File: src/sv/nnue_pkg.sv
`timescale 1ns / 1ps

package nnue_pkg;

  typedef logic [1:0] cmd_code_t;

  localparam cmd_code_t CMD_WR_ENTRY = 2'd0;
  localparam cmd_code_t CMD_WR_GATE  = 2'd1;
  localparam cmd_code_t CMD_SET_BIT  = 2'd2;
  localparam cmd_code_t CMD_UPDATE   = 2'd3;

  typedef logic [1:0] cfg_idx_t;

  localparam cfg_idx_t CFG_SENSOR_COUNT = 2'd0;
  localparam cfg_idx_t CFG_DEEP_COUNT   = 2'd1;
  localparam cfg_idx_t CFG_OUTPUT_COUNT = 2'd2;

  localparam int CFG_W = 7;

  localparam logic [CFG_W-1:0] SENSOR_COUNT_RST = 7'd8;
  localparam logic [CFG_W-1:0] DEEP_COUNT_RST   = 7'd48;
  localparam logic [CFG_W-1:0] OUTPUT_COUNT_RST = 7'd8;

  typedef struct packed {
    cmd_code_t  command;
    logic [7:0] index;
    logic [5:0] source_neuron;
    logic [7:0] first_entry;
    logic [8:0] entry_count;
    logic       bit_value;
  } in_item_t;

  typedef struct packed {
    logic [63:0] neuron_values;
    logic        bad_index;
  } out_item_t;

  // controller to datapath
  typedef struct packed {
    logic accept;
    logic pass_start;
    logic clr_step;
    logic gate_rd;
    logic gate_load;
    logic ent_step;
    logic gate_fin;
    logic out_load;
  } ctl_cmd_t;

  // datapath to controller
  typedef struct packed {
    logic clr_last;
    logic gate_live;
    logic ent_done;
  } ctl_sts_t;

endpackage

File: src/sv/nnue_ctrl.sv
`timescale 1ns / 1ps

module nnue_ctrl import nnue_pkg::*; (
  input  logic      clk,
  input  logic      rst_n,
  input  logic      in_valid,
  input  cmd_code_t in_command,
  output logic      in_stall,
  input  logic      out_stall,
  output logic      out_valid,
  input  ctl_sts_t  sts,
  output ctl_cmd_t  cmd
);

  localparam logic [2:0] ST_CLEAR = 3'd0;
  localparam logic [2:0] ST_IDLE  = 3'd1;
  localparam logic [2:0] ST_GATE  = 3'd2;
  localparam logic [2:0] ST_LOAD  = 3'd3;
  localparam logic [2:0] ST_ENT   = 3'd4;
  localparam logic [2:0] ST_FIN   = 3'd5;

  logic [2:0] state_r, state_nxt;
  logic       out_valid_r, out_valid_nxt;

  always_comb begin
    state_nxt = state_r;
    cmd       = '0;
    unique case (state_r)
      ST_CLEAR: begin
        cmd.clr_step = 1'b1;
        if (sts.clr_last) state_nxt = ST_IDLE;
      end
      ST_IDLE: begin
        if (in_valid) begin
          cmd.accept = 1'b1;
          if (in_command == CMD_UPDATE) begin
            cmd.pass_start = 1'b1;
            state_nxt      = ST_GATE;
          end else begin
            state_nxt = ST_FIN;
          end
        end
      end
      ST_GATE: begin
        if (sts.gate_live) begin
          cmd.gate_rd = 1'b1;
          state_nxt   = ST_LOAD;
        end else begin
          state_nxt = ST_FIN;
        end
      end
      ST_LOAD: begin
        cmd.gate_load = 1'b1;
        state_nxt     = ST_ENT;
      end
      ST_ENT: begin
        if (sts.ent_done) begin
          cmd.gate_fin = 1'b1;
          state_nxt    = ST_GATE;
        end else begin
          cmd.ent_step = 1'b1;
        end
      end
      ST_FIN: begin
        // hold until the output register is free
        if (!out_valid_r || !out_stall) begin
          cmd.out_load = 1'b1;
          state_nxt    = ST_IDLE;
        end
      end
      default: state_nxt = ST_IDLE;
    endcase
  end

  assign out_valid_nxt = cmd.out_load | (out_valid_r & out_stall);

  always_ff @(posedge clk) begin
    if (!rst_n) begin
      state_r     <= ST_CLEAR;
      out_valid_r <= 1'b0;
    end else begin
      state_r     <= state_nxt;
      out_valid_r <= out_valid_nxt;
    end
  end

  assign in_stall  = (state_r != ST_IDLE);
  assign out_valid = out_valid_r;

endmodule

File: src/sv/nnue_dp.sv
`timescale 1ns / 1ps

module nnue_dp import nnue_pkg::*; #(
  parameter int MAX_NEURONS = 64,
  parameter int MAX_ENTRIES = 256
) (
  input  logic             clk,
  input  logic             rst_n,
  input  in_item_t         in_data,
  input  logic             cfg_wr_en,
  input  cfg_idx_t         cfg_index,
  input  logic [CFG_W-1:0] cfg_wdata,
  input  ctl_cmd_t         cmd,
  output ctl_sts_t         sts,
  output out_item_t        out_data
);

  localparam int GW        = $clog2(MAX_NEURONS);
  localparam int AW        = $clog2(MAX_ENTRIES);
  localparam int CLR_DEPTH = (MAX_ENTRIES > MAX_NEURONS) ? MAX_ENTRIES : MAX_NEURONS;
  localparam int CW        = $clog2(CLR_DEPTH);

  logic [5:0] src_mem   [MAX_ENTRIES];
  logic [7:0] gfirst_mem[MAX_NEURONS];
  logic [8:0] glen_mem  [MAX_NEURONS];

  logic [CFG_W-1:0]       sensor_r, deep_r, output_r;
  logic [MAX_NEURONS-1:0] vbits_r, vbits_nxt;
  logic [CW-1:0]          clr_cnt_r;
  logic [6:0]             g_r;
  logic                   ent_vld_r;
  logic                   bad_r, bad_nxt;
  logic                   nand_r;
  logic [9:0]             j_r, stop_r;
  logic [5:0]             src_rd_r;
  logic [7:0]             gf_rd_r;
  logic [8:0]             gl_rd_r;
  out_item_t              out_data_r;

  logic [7:0] gates, target;
  logic [9:0] span_end, stop_nxt;
  logic       src_ok, hit;
  logic       entry_ok, gate_ok, neuron_ok;

  assign gates  = 8'(deep_r) + 8'(output_r);
  assign target = 8'(sensor_r) + 8'(g_r);

  assign sts.clr_last  = (clr_cnt_r == CW'(CLR_DEPTH - 1));
  assign sts.gate_live = (8'(g_r) < gates) && (32'(target) < MAX_NEURONS);
  assign sts.ent_done  = (j_r >= stop_r);

  // a source beyond the vector reads as zero
  assign src_ok = (32'(src_rd_r) < MAX_NEURONS);
  assign hit    = ent_vld_r && (src_ok ? !vbits_r[GW'(src_rd_r)] : 1'b1);

  assign span_end = 10'(gf_rd_r) + 10'(gl_rd_r);
  assign stop_nxt = (32'(span_end) > MAX_ENTRIES) ? 10'(MAX_ENTRIES) : span_end;

  assign entry_ok  = (32'(in_data.index) < MAX_ENTRIES);
  assign gate_ok   = (32'(in_data.index) < MAX_NEURONS);
  assign neuron_ok = gate_ok;

  always_comb begin
    vbits_nxt = vbits_r;
    bad_nxt   = bad_r;
    if (cmd.accept) begin
      unique case (in_data.command)
        CMD_WR_ENTRY: bad_nxt = !entry_ok;
        CMD_WR_GATE:  bad_nxt = !gate_ok;
        CMD_SET_BIT: begin
          bad_nxt = !neuron_ok;
          if (neuron_ok) vbits_nxt[GW'(in_data.index)] = in_data.bit_value;
        end
        CMD_UPDATE:   bad_nxt = 1'b0;
        default:      bad_nxt = 1'b0;
      endcase
    end
    if (cmd.gate_fin) vbits_nxt[GW'(target)] = nand_r | hit;
  end

  always_ff @(posedge clk) begin
    if (!rst_n) begin
      sensor_r  <= SENSOR_COUNT_RST;
      deep_r    <= DEEP_COUNT_RST;
      output_r  <= OUTPUT_COUNT_RST;
      vbits_r   <= '0;
      clr_cnt_r <= '0;
      g_r       <= '0;
      ent_vld_r <= 1'b0;
      bad_r     <= 1'b0;
    end else begin
      if (cfg_wr_en) begin
        case (cfg_index)
          CFG_SENSOR_COUNT: sensor_r <= cfg_wdata;
          CFG_DEEP_COUNT:   deep_r   <= cfg_wdata;
          CFG_OUTPUT_COUNT: output_r <= cfg_wdata;
          default: ;
        endcase
      end
      vbits_r   <= vbits_nxt;
      bad_r     <= bad_nxt;
      ent_vld_r <= cmd.ent_step;
      if (cmd.clr_step) clr_cnt_r <= clr_cnt_r + CW'(1);
      if (cmd.pass_start) begin
        g_r <= '0;
      end else if (cmd.gate_fin) begin
        g_r <= g_r + 7'd1;
      end
    end
  end

  // per-gate walk over the connection table
  always_ff @(posedge clk) begin
    if (cmd.gate_load) begin
      j_r    <= 10'(gf_rd_r);
      stop_r <= stop_nxt;
      nand_r <= 1'b0;
    end else begin
      if (cmd.ent_step) j_r <= j_r + 10'd1;
      if (hit) nand_r <= 1'b1;
    end
    if (cmd.out_load) begin
      out_data_r.neuron_values <= 64'(vbits_r);
      out_data_r.bad_index     <= bad_r;
    end
  end

  always_ff @(posedge clk) begin
    if (cmd.clr_step && (32'(clr_cnt_r) < MAX_ENTRIES)) begin
      src_mem[AW'(clr_cnt_r)] <= '0;
    end else if (cmd.accept && in_data.command == CMD_WR_ENTRY && entry_ok) begin
      src_mem[AW'(in_data.index)] <= in_data.source_neuron;
    end
    if (cmd.ent_step) src_rd_r <= src_mem[AW'(j_r)];
  end

  always_ff @(posedge clk) begin
    if (cmd.clr_step && (32'(clr_cnt_r) < MAX_NEURONS)) begin
      gfirst_mem[GW'(clr_cnt_r)] <= 8'(clr_cnt_r);
      glen_mem[GW'(clr_cnt_r)]   <= 9'd1;
    end else if (cmd.accept && in_data.command == CMD_WR_GATE && gate_ok) begin
      gfirst_mem[GW'(in_data.index)] <= in_data.first_entry;
      glen_mem[GW'(in_data.index)]   <= in_data.entry_count;
    end
    if (cmd.gate_rd) begin
      gf_rd_r <= gfirst_mem[GW'(g_r)];
      gl_rd_r <= glen_mem[GW'(g_r)];
    end
  end

  assign out_data = out_data_r;

endmodule

File: src/sv/nand_network_update_engine_top.sv
`timescale 1ns / 1ps
// Write commands (entry, gate, neuron bit) go from the accepted beat through FIN to
// the registered result. Update pass: for each gate inside the vector, GATE reads
// its record, LOAD loads its span and ENT walks one connection entry per step.
// One item at a time; a new beat is taken while the previous result waits.
// After reset a clearing pass of max(MAX_ENTRIES, MAX_NEURONS) addresses loads the
// tables before the first beat is taken; configuration writes are taken throughout.
module nand_network_update_engine_top import nnue_pkg::*; #(
  parameter int MAX_NEURONS = 64,
  parameter int MAX_ENTRIES = 256
) (
  input  logic             clk,
  input  logic             rst_n,
  input  logic             in_valid,
  output logic             in_stall,
  input  in_item_t         in_data,
  output logic             out_valid,
  input  logic             out_stall,
  output out_item_t        out_data,
  input  logic             cfg_wr_en,
  input  cfg_idx_t         cfg_index,
  input  logic [CFG_W-1:0] cfg_wdata
);

  ctl_cmd_t cmd;
  ctl_sts_t sts;

  nnue_ctrl u_ctrl (
    .clk        (clk),
    .rst_n      (rst_n),
    .in_valid   (in_valid),
    .in_command (in_data.command),
    .in_stall   (in_stall),
    .out_stall  (out_stall),
    .out_valid  (out_valid),
    .sts        (sts),
    .cmd        (cmd)
  );

  nnue_dp #(
    .MAX_NEURONS (MAX_NEURONS),
    .MAX_ENTRIES (MAX_ENTRIES)
  ) u_dp (
    .clk       (clk),
    .rst_n     (rst_n),
    .in_data   (in_data),
    .cfg_wr_en (cfg_wr_en),
    .cfg_index (cfg_index),
    .cfg_wdata (cfg_wdata),
    .cmd       (cmd),
    .sts       (sts),
    .out_data  (out_data)
  );

endmodule

File: config.mk
export PLATFORM = sky130hd
export DESIGN_NAME = nand_network_update_engine_top
export DESIGN_NICKNAME = d
export VERILOG_FILES = /design/src/sv/nnue_pkg.sv /design/src/sv/nnue_ctrl.sv /design/src/sv/nnue_dp.sv /design/src/sv/nand_network_update_engine_top.sv
export SDC_FILE = /design/constraint.sdc
export NUM_CORES = 2
export LEC_CHECK = 0
export BUFFER_PORTS_ARGS = -buffer_cell sky130_fd_sc_hd__buf_2
export CAP_MARGIN = 20
export CORE_UTILIZATION = 40
export CTS_CLUSTER_DIAMETER = 60
export DETAILED_ROUTE_END_ITERATION = 8
export PLACE_DENSITY_LB_ADDON = 0.12
export SLEW_MARGIN = 20
export SYNTH_ARGS = -nofsm -noshare
export SYNTH_HDL_FRONTEND = slang
export SYNTH_SLANG_ARGS = --single-unit
File: constraint.sdc
create_clock -name clk -period 7.6 [get_ports clk]
set_input_delay 0.38 -clock clk [delete_from_list [all_inputs] [get_ports clk]]
set_output_delay 0.38 -clock clk [all_outputs]
set_load 0.02 [all_outputs]
# After elaboration in Yosys (flattened, before gate mapping)
# Memories as Yosys holds them, arrays and structs flattened. A register that Yosys moved wholly into a read port is not among the register bits.
# Index checks and enable logic that the tools add are counted.
# Widths: inputs -> output; s select.
dict set report totals {
  register_bits 192
  latchBits 0
  ram_bits 2624
  rom_bits 0
  in_bits 48
  out_inout_bits 67
  memories 3
}
dict set report classes {
  addsub 6
  n_mul 0
  n_div 0
  n_lt_le_gt_ge 11
  n_eq_ne 16
  shifts 0
  n_mux 53
  n_bitwise 4
  reduce_logical 27
}
# name words word_bits rd rd_ports_with_merged_regs write_ports line
set mem_list {}
lappend mem_list {u_dp.src_mem 256 6 1 1 1 nnue_dp.sv:23} ;# logic [5:0] src_mem [MAX_ENTRIES];
lappend mem_list {u_dp.glen_mem 64 9 1 1 1 nnue_dp.sv:25} ;# logic [8:0] glen_mem [MAX_NEURONS];
lappend mem_list {u_dp.gfirst_mem 64 8 1 1 1 nnue_dp.sv:24} ;# logic [7:0] gfirst_mem[MAX_NEURONS];
# op n
set op_table {}
lappend op_table {{$mux 64} 4}
lappend op_table {{$bwmux 64} 2}
lappend op_table {{$mux 8} 4}
lappend op_table {{$mux 1} 25}
lappend op_table {{$lt 8x7->1 const B} 3}
lappend op_table {{$lt 6x7->1 const B} 3}
lappend op_table {{$mux 3} 6}
lappend op_table {{$mux 6} 3}
lappend op_table {{$pmux 3 s6} 1}
lappend op_table {{$add 7x7->8} 2}
lappend op_table {{$demux 1 s6} 2}
lappend op_table {{$ge 6x1->1 const B} 2}
lappend op_table {{$add 10x1->10 const B} 1}
lappend op_table {{$add 8x9->10} 1}
lappend op_table {{$ge 10x10->1} 1}
lappend op_table {{$gt 10x9->1 const B} 1}
lappend op_table {{$mux 9} 1}
lappend op_table {{$reduce_or 9->1} 1}
lappend op_table {{$add 8x1->8 const B} 1}
lappend op_table {{$eq 8x8->1 const B} 1}
lappend op_table {{$logic_and 1x1->1} 8}
lappend op_table {{$lt 7x8->1} 1}
lappend op_table {{$reduce_or 8->1} 1}
lappend op_table {{$add 7x1->7 const B} 1}
lappend op_table {{other kinds (23)} 41}

# Logic depth before layout (Yosys ltp)
dict set report depth {
  word_depth 11
  ltp_mapped 16
}

# Cells and area by module
# Synthesis repeated with hierarchy kept, for this count alone.
dict set report unflattened {
  hier_cells 5616
  area_unflattened_um2 112660.6
}
# module n_inst cells_per_inst area_each_um2
set by_module_without_submodules {}
lappend by_module_without_submodules {nnue_dp 1 5572 112311.5}
lappend by_module_without_submodules {nnue_ctrl 1 44 349.1}

# Least setup slack after synthesis
# Ideal clock, no wire load.
dict set report synth_timing {
  path_kind {register to register}
  startpoint {reg u_ctrl.state_r[0]}
  endpoint {mem u_dp.src_mem[0][0] (data pin)}
  t_arrival_ns 4.416
  required_ns 6.727
  path_slack_ns 2.311
  path_stages_with_launch 5
  n_path_buf 2
  period_less_slack_ns 5.289
  path_cell_list {dfxtp_1 > clkbuf_1 > and4bb_2 > clkbuf_1 > and3_1}
}
dict set report synth_between {
  elab_chain_cells 8
}
# item line
set synth_lines {}
lappend synth_lines {{start: declaration} nnue_ctrl.sv:22} ;# logic [2:0] state_r, state_nxt;
lappend synth_lines {{start signal: assignment} nnue_ctrl.sv:82} ;# state_r <= state_nxt;
lappend synth_lines {{$eq 3x1->1} nnue_ctrl.sv:28} ;# unique case (state_r)
lappend synth_lines {{$mux 2} nnue_ctrl.sv:28}
lappend synth_lines {{$logic_and 1x1->1} nnue_dp.sv:131} ;# end else if (cmd.accept && in_data.command == CMD_WR_ENTRY && entry_ok) begin
lappend synth_lines {{$mux 1} nnue_dp.sv:131}
lappend synth_lines {{$mux 1 (*)} nnue_dp.sv:129} ;# if (cmd.clr_step && (32'(clr_cnt_r) < MAX_ENTRIES)) begin
lappend synth_lines {{$mux 1 (not written as such) (*)} nnue_dp.sv:132} ;# src_mem[AW'(in_data.index)] <= in_data.source_neuron;
lappend synth_lines {{$reduce_or 6->1 (no source line) (*)} n/a}
lappend synth_lines {{$mux 6 (no source line) (*)} n/a}
lappend synth_lines {{end: declaration} nnue_dp.sv:23}
# Mark *: on every way between the ends. The rest lies on a longest branch, timed or not.

# Final worst setup path
dict set report layout_timing {
  startpoint {reg u_dp.j_r[0]}
  endpoint {reg u_dp.src_rd_r[3], read port of u_dp.src_mem (data pin)}
}
dict set report layout_between {
  elab_chain_cells 3
}
# item line
set layout_lines {}
lappend layout_lines {{start: declaration} nnue_dp.sv:34} ;# logic [9:0] j_r, stop_r;
lappend layout_lines {{start signal: assignment} nnue_dp.sv:115} ;# j_r <= 10'(gf_rd_r);
lappend layout_lines {{start signal: assignment} nnue_dp.sv:119} ;# if (cmd.ent_step) j_r <= j_r + 10'd1;
lappend layout_lines {{$ge 10x10->1} nnue_dp.sv:50} ;# assign sts.ent_done = (j_r >= stop_r);
lappend layout_lines {{$mux 1} nnue_ctrl.sv:57} ;# if (sts.ent_done) begin
lappend layout_lines {{$mux 2} nnue_ctrl.sv:28}
lappend layout_lines {{end: declaration} nnue_dp.sv:35} ;# logic [5:0] src_rd_r;
# Several ways; a longest one is shown, not always the timed one.
# A chain may end at the register's enable or synchronous reset.

==> impl_metrics.yaml <==
grt:
  grt_pass1_vias: 57419
  grt_overflow: 0
  antenna_found_initial: 10
  grt_max_degree: 213
  grt_util_all_layers: 0.222
  grt_pass1_wl_microns: 450000
synthesis:
  ys_seq_area_frac: 0.745
  synth_flop_cell: "edfxtp_1"
  synth_edf_count: 2730
  yosysWarnings: 0
  avgSynthCellArea_sq_um: 19.8
  synth_cells: 5697
  synthArstFlopShare: 0
  ys_top_cells_by_area: "edfxtp_1, mux4_2, mux2i_1"
  ys_seq_elements: 2839
  yosysTopAreaCellShare: 0.726
  yosys.area.top_type: "edfxtp_1"
  ys_types: 78
  syn-num-nets: 5793
  netlist_area_sq_um: 113000
flow_run:
  maxCapViolations: 0
floorplanning:
  core_area_sq_um: 280000
  start_util: 0.403
  fp.dieW_microns: 533
  boundaryPins: 115
  rows: 194
  die_area_sq_um: 285000
  die_h_microns: 533
place:
  place_congestion: 0.827
  dp.cells: 9317
  dp_slack_ps: 3010
  portBuffers: 114
  placed_area_sq_um: 118000
  dp_hpwl_microns: 193000
timing:
  period_minus_slack_ps: 4670
  hold_viol_final: 0
  slew_headroom: 0.127
  fmax_mhz: 214
  fin_tns_setup_ps: 0
  setup_violations: 0
  post-route-period-util: 0.614
  worst_slew_pin_slew_ps: 1310
  worst_slack_ps: 2930
  skew_ps: 47.9
  slew_viol_final: 0
  rsz0062_at_grt: "no"
worst_setup_path:
  startpoint_type: "flop"
  rrSetupSlack_ps: 2930
  crit_type: "reg2reg"
  crit_buf_inv: 3
  rr_startpoint: "u_dp.j_r[0]$_DFFE_PP_"
  slowest_delay_ps: 1090
  crit_family: "compound AO/OA/AOI/OAI gates"
  slowest_stage: "o41ai_1"
  endpoint_kind: "flop"
  worstRegToRegCells: 9
  path_max_fanout: 79
  worstPathRequired_ps: 8170
  r2r-end: "u_dp.src_rd_r[3]$_DFFE_PP_"
  critPathArrivalTime_ps: 5240
  crit_chain: "buf_4 > buf_12 > buf_4 > mux4_2 > a22oi_1 > a21oi_1 > o41ai_1 > a211o_1 > nand4b_1"
  worst_path_most_repeated_cell: "buf_4"
hold_path:
  hold_path_end: "u_dp.sensor_r[3]$_SDFFE_PN1P_"
  hp-start: "cfg_index[1]"
  whs_path_depth: 5
  min_path_type: "in2reg"
pwr:
  totalPowerFinal_mw: 31.9
  seq_power_share: 0.532
  p_sw_frac: 0.201
  p_int_mw: 25.5
  p_comb_frac: 0.012
  p_per_area_nw_per_um2: 250
  power_frac_clock: 0.456
  p_leak_nw: 42.7
  peakVddDrop_mv: 0.305
  power.switching_mw: 6.42
clocking:
  insertion_delay_ps: 880
  ctsHtreeMaxLevel: 5
  clock-sinks: 2839
  cts_buffers: 308
  cts_root_buffer: "clkbuf_16"
  cts_resized: 0
  cts_tree: "done"
  path_clk_slew_ps: 60
  clockBufferDepth: 4
route:
  drt-initial-drc-count: 5548
  vias: 56974
  drc: 0
  dr.pass1.iters: 6
  final_antenna_net_count: 0
  via_per_inst: 5.76
  wl_microns: 319000
  post_drt_wl_per_cell_microns: 32.3
cells_and_area:
  stdcell_count: 9886
  fin_area_sq_um: 128000
  drive_gt1_frac: 0.240
  syn_to_final_growth_pct: 13.1
  num-nets-final: 6013
outcome:
  status: "finished, final reports clean"
==> state kept, by name, indices dropped and copies added (netlist names), 3 cells and up <==
register and count:
u_ctrl.state_r 3, u_dp.clr_cnt_r 8, u_dp.deep_r 7, u_dp.g_r 7
u_dp.gf_rd_r 8, u_dp.gfirst_mem 512, u_dp.gl_rd_r 9, u_dp.glen_mem 576
u_dp.j_r 10, u_dp.out_data 65, u_dp.output_r 7, u_dp.sensor_r 7
u_dp.src_mem 1536, u_dp.src_rd_r 6, u_dp.stop_r 10, u_dp.vbits_r 64
==> synth_stat cells, drive strengths merged, types with 8 or more instances <==
library cell,number
nand2b,19
a21o,8
o22ai,25
xnor2,21
o211ai,19
mux4,679
nor2,440
ha,45
o311a,65
inv,38
mux2i,271
buf,153
clkbuf,186
o31ai,9
nand2,212
a31oi,21
a211oi,15
nor3,24
or3,12
nand3,57
nand4,17
edfxtp,2730
nand3b,10
o221ai,30
xor2,9
dfxtp,109
and2,24
o21ai,116
a22oi,70
nor4,14
and3,12
a21oi,73
nor2b,38
mux2,9
a221oi,26
==> through the flow <==
step | util | hold WS [ps]
CTS | 0.456 | 23.1
finish | 0.456 | 85.3
global placement | 0.421 | 421
detailed placement | 0.421 | 423
global route | 0.456 | 70.9
floorplan | - | 408
==> power groups by stage <==
| stage | clock, mW | combinational [mW] | sequential, mW |
|---|---|---|---|
| 3_5_place_dp | 0 | 0.372 | 17.3 |
| 3_3_place_gp | 0 | 0.371 | 17.3 |
| 4_1_cts | 14.8 | 0.377 | 17.0 |
| 2_1_floorplan | 0 | 0.167 | 17.3 |
| 5_1_grt | 15.4 | 0.388 | 17.0 |
| 6_report | 14.6 | 0.377 | 17.0 |
==> cell usage in the layout (no fill, tap or decap), drive strengths merged, types with 9 or more instances in the layout <==
cell         instances
xor2                 9
bufinv              24
nand3b              10
o311a               65
xnor2               21
and2                24
o221ai              30
mux2i              271
clkinv             116
or3                 12
mux4               679
and3                12
buf                237
dlygate4sd3         11
nand4               17
clkbuf             383
ha                  45
nand2b              19
nand2              212
nor3                24
a211oi              15
inv                 51
nor2b               38
o22ai               25
diode                9
o211ai              19
a31oi               21
a221oi              26
clkinvlp            11
a22oi               70
dfxtp              109
o31ai                9
edfxtp            2730
nor4                14
nand3               57
nor2               440
mux2                 9
a21oi               73
o21ai              116
==> layout make-up <==
| class | count | area, sq um |
|---|---|---|
| antenna | 9 | 22.5 |
| clock inverter | 163 | 1460 |
| tap | 3724 | 4660 |
| multi-input combinational | 2480 | 27300 |
| inverter | 39 | 148 |
| fill | 23791 | 152000 |
| clock buffer | 383 | 8170 |
| sequential | 2839 | 84200 |
| timing repair buffer | 249 | 1860 |
==> cell families (layout without fill, tap and decap cells) <==
logic type                 Yosys count  after routing  share of synthesized area
AOI/OAI and AO/OA                  547            547                     0.0346
and+or+nand+nor                    895            895                     0.0349
other                                1             10                  0.0000332
muxes                              959            959                      0.161
DFF                               2839           2839                      0.745
buffers and inverters              378            834                     0.0171
xor gates and xnor gates            30             30                    0.00233
adders and majority gates           48             48                    0.00551
==> how the worst max path moves through the flow <==
stage / from / end / cells after the start
finish: u_dp.j_r[0]$_DFFE_PP_ / u_dp.src_rd_r[3]$_DFFE_PP_ / 9
global route: u_ctrl.state_r[2]$_SDFFE_PN0P_ / u_dp.gfirst_mem[24][5]$_DFFE_PP_ / 5
CTS: u_dp.j_r[0]$_DFFE_PP_ / u_dp.src_rd_r[3]$_DFFE_PP_ / 9
detailed placement: u_dp.j_r[0]$_DFFE_PP_ / u_dp.src_rd_r[3]$_DFFE_PP_ / 9
global placement: u_dp.j_r[0]$_DFFE_PP_ / u_dp.src_rd_r[5]$_DFFE_PP_ / 8
floorplan: u_ctrl.state_r[0]$_SDFFE_PN0P_ / u_dp.src_mem[0][0]$_DFFE_PP_ / 4
==> what timing repair did <==
action / CTS / global route
setup endpoints to repair: 0 / 0
buffers inserted: 0 / 0
hold endpoints to repair: 25 / 0
hold buffers: 11 / 0
==> layer usage <==
layer | share of wire | GRT usage | vias up
li1 | - | - | 24000
met1 | 0.41 | 0.301 | 30718
met2 | 0.50 | 0.373 | 1801
met3 | 0.051 | 0.0300 | 455
met4 | 0.035 | 0.0706 | 0
met5 | 0 | 0 | -
==> worst min-delay path: stages <==
cell and delay (ps):
buf_2 90, nor3b_1 40, buf_4 180, mux2i_1 120
nand2_1 60
Power figures use the tool's default switching activity.
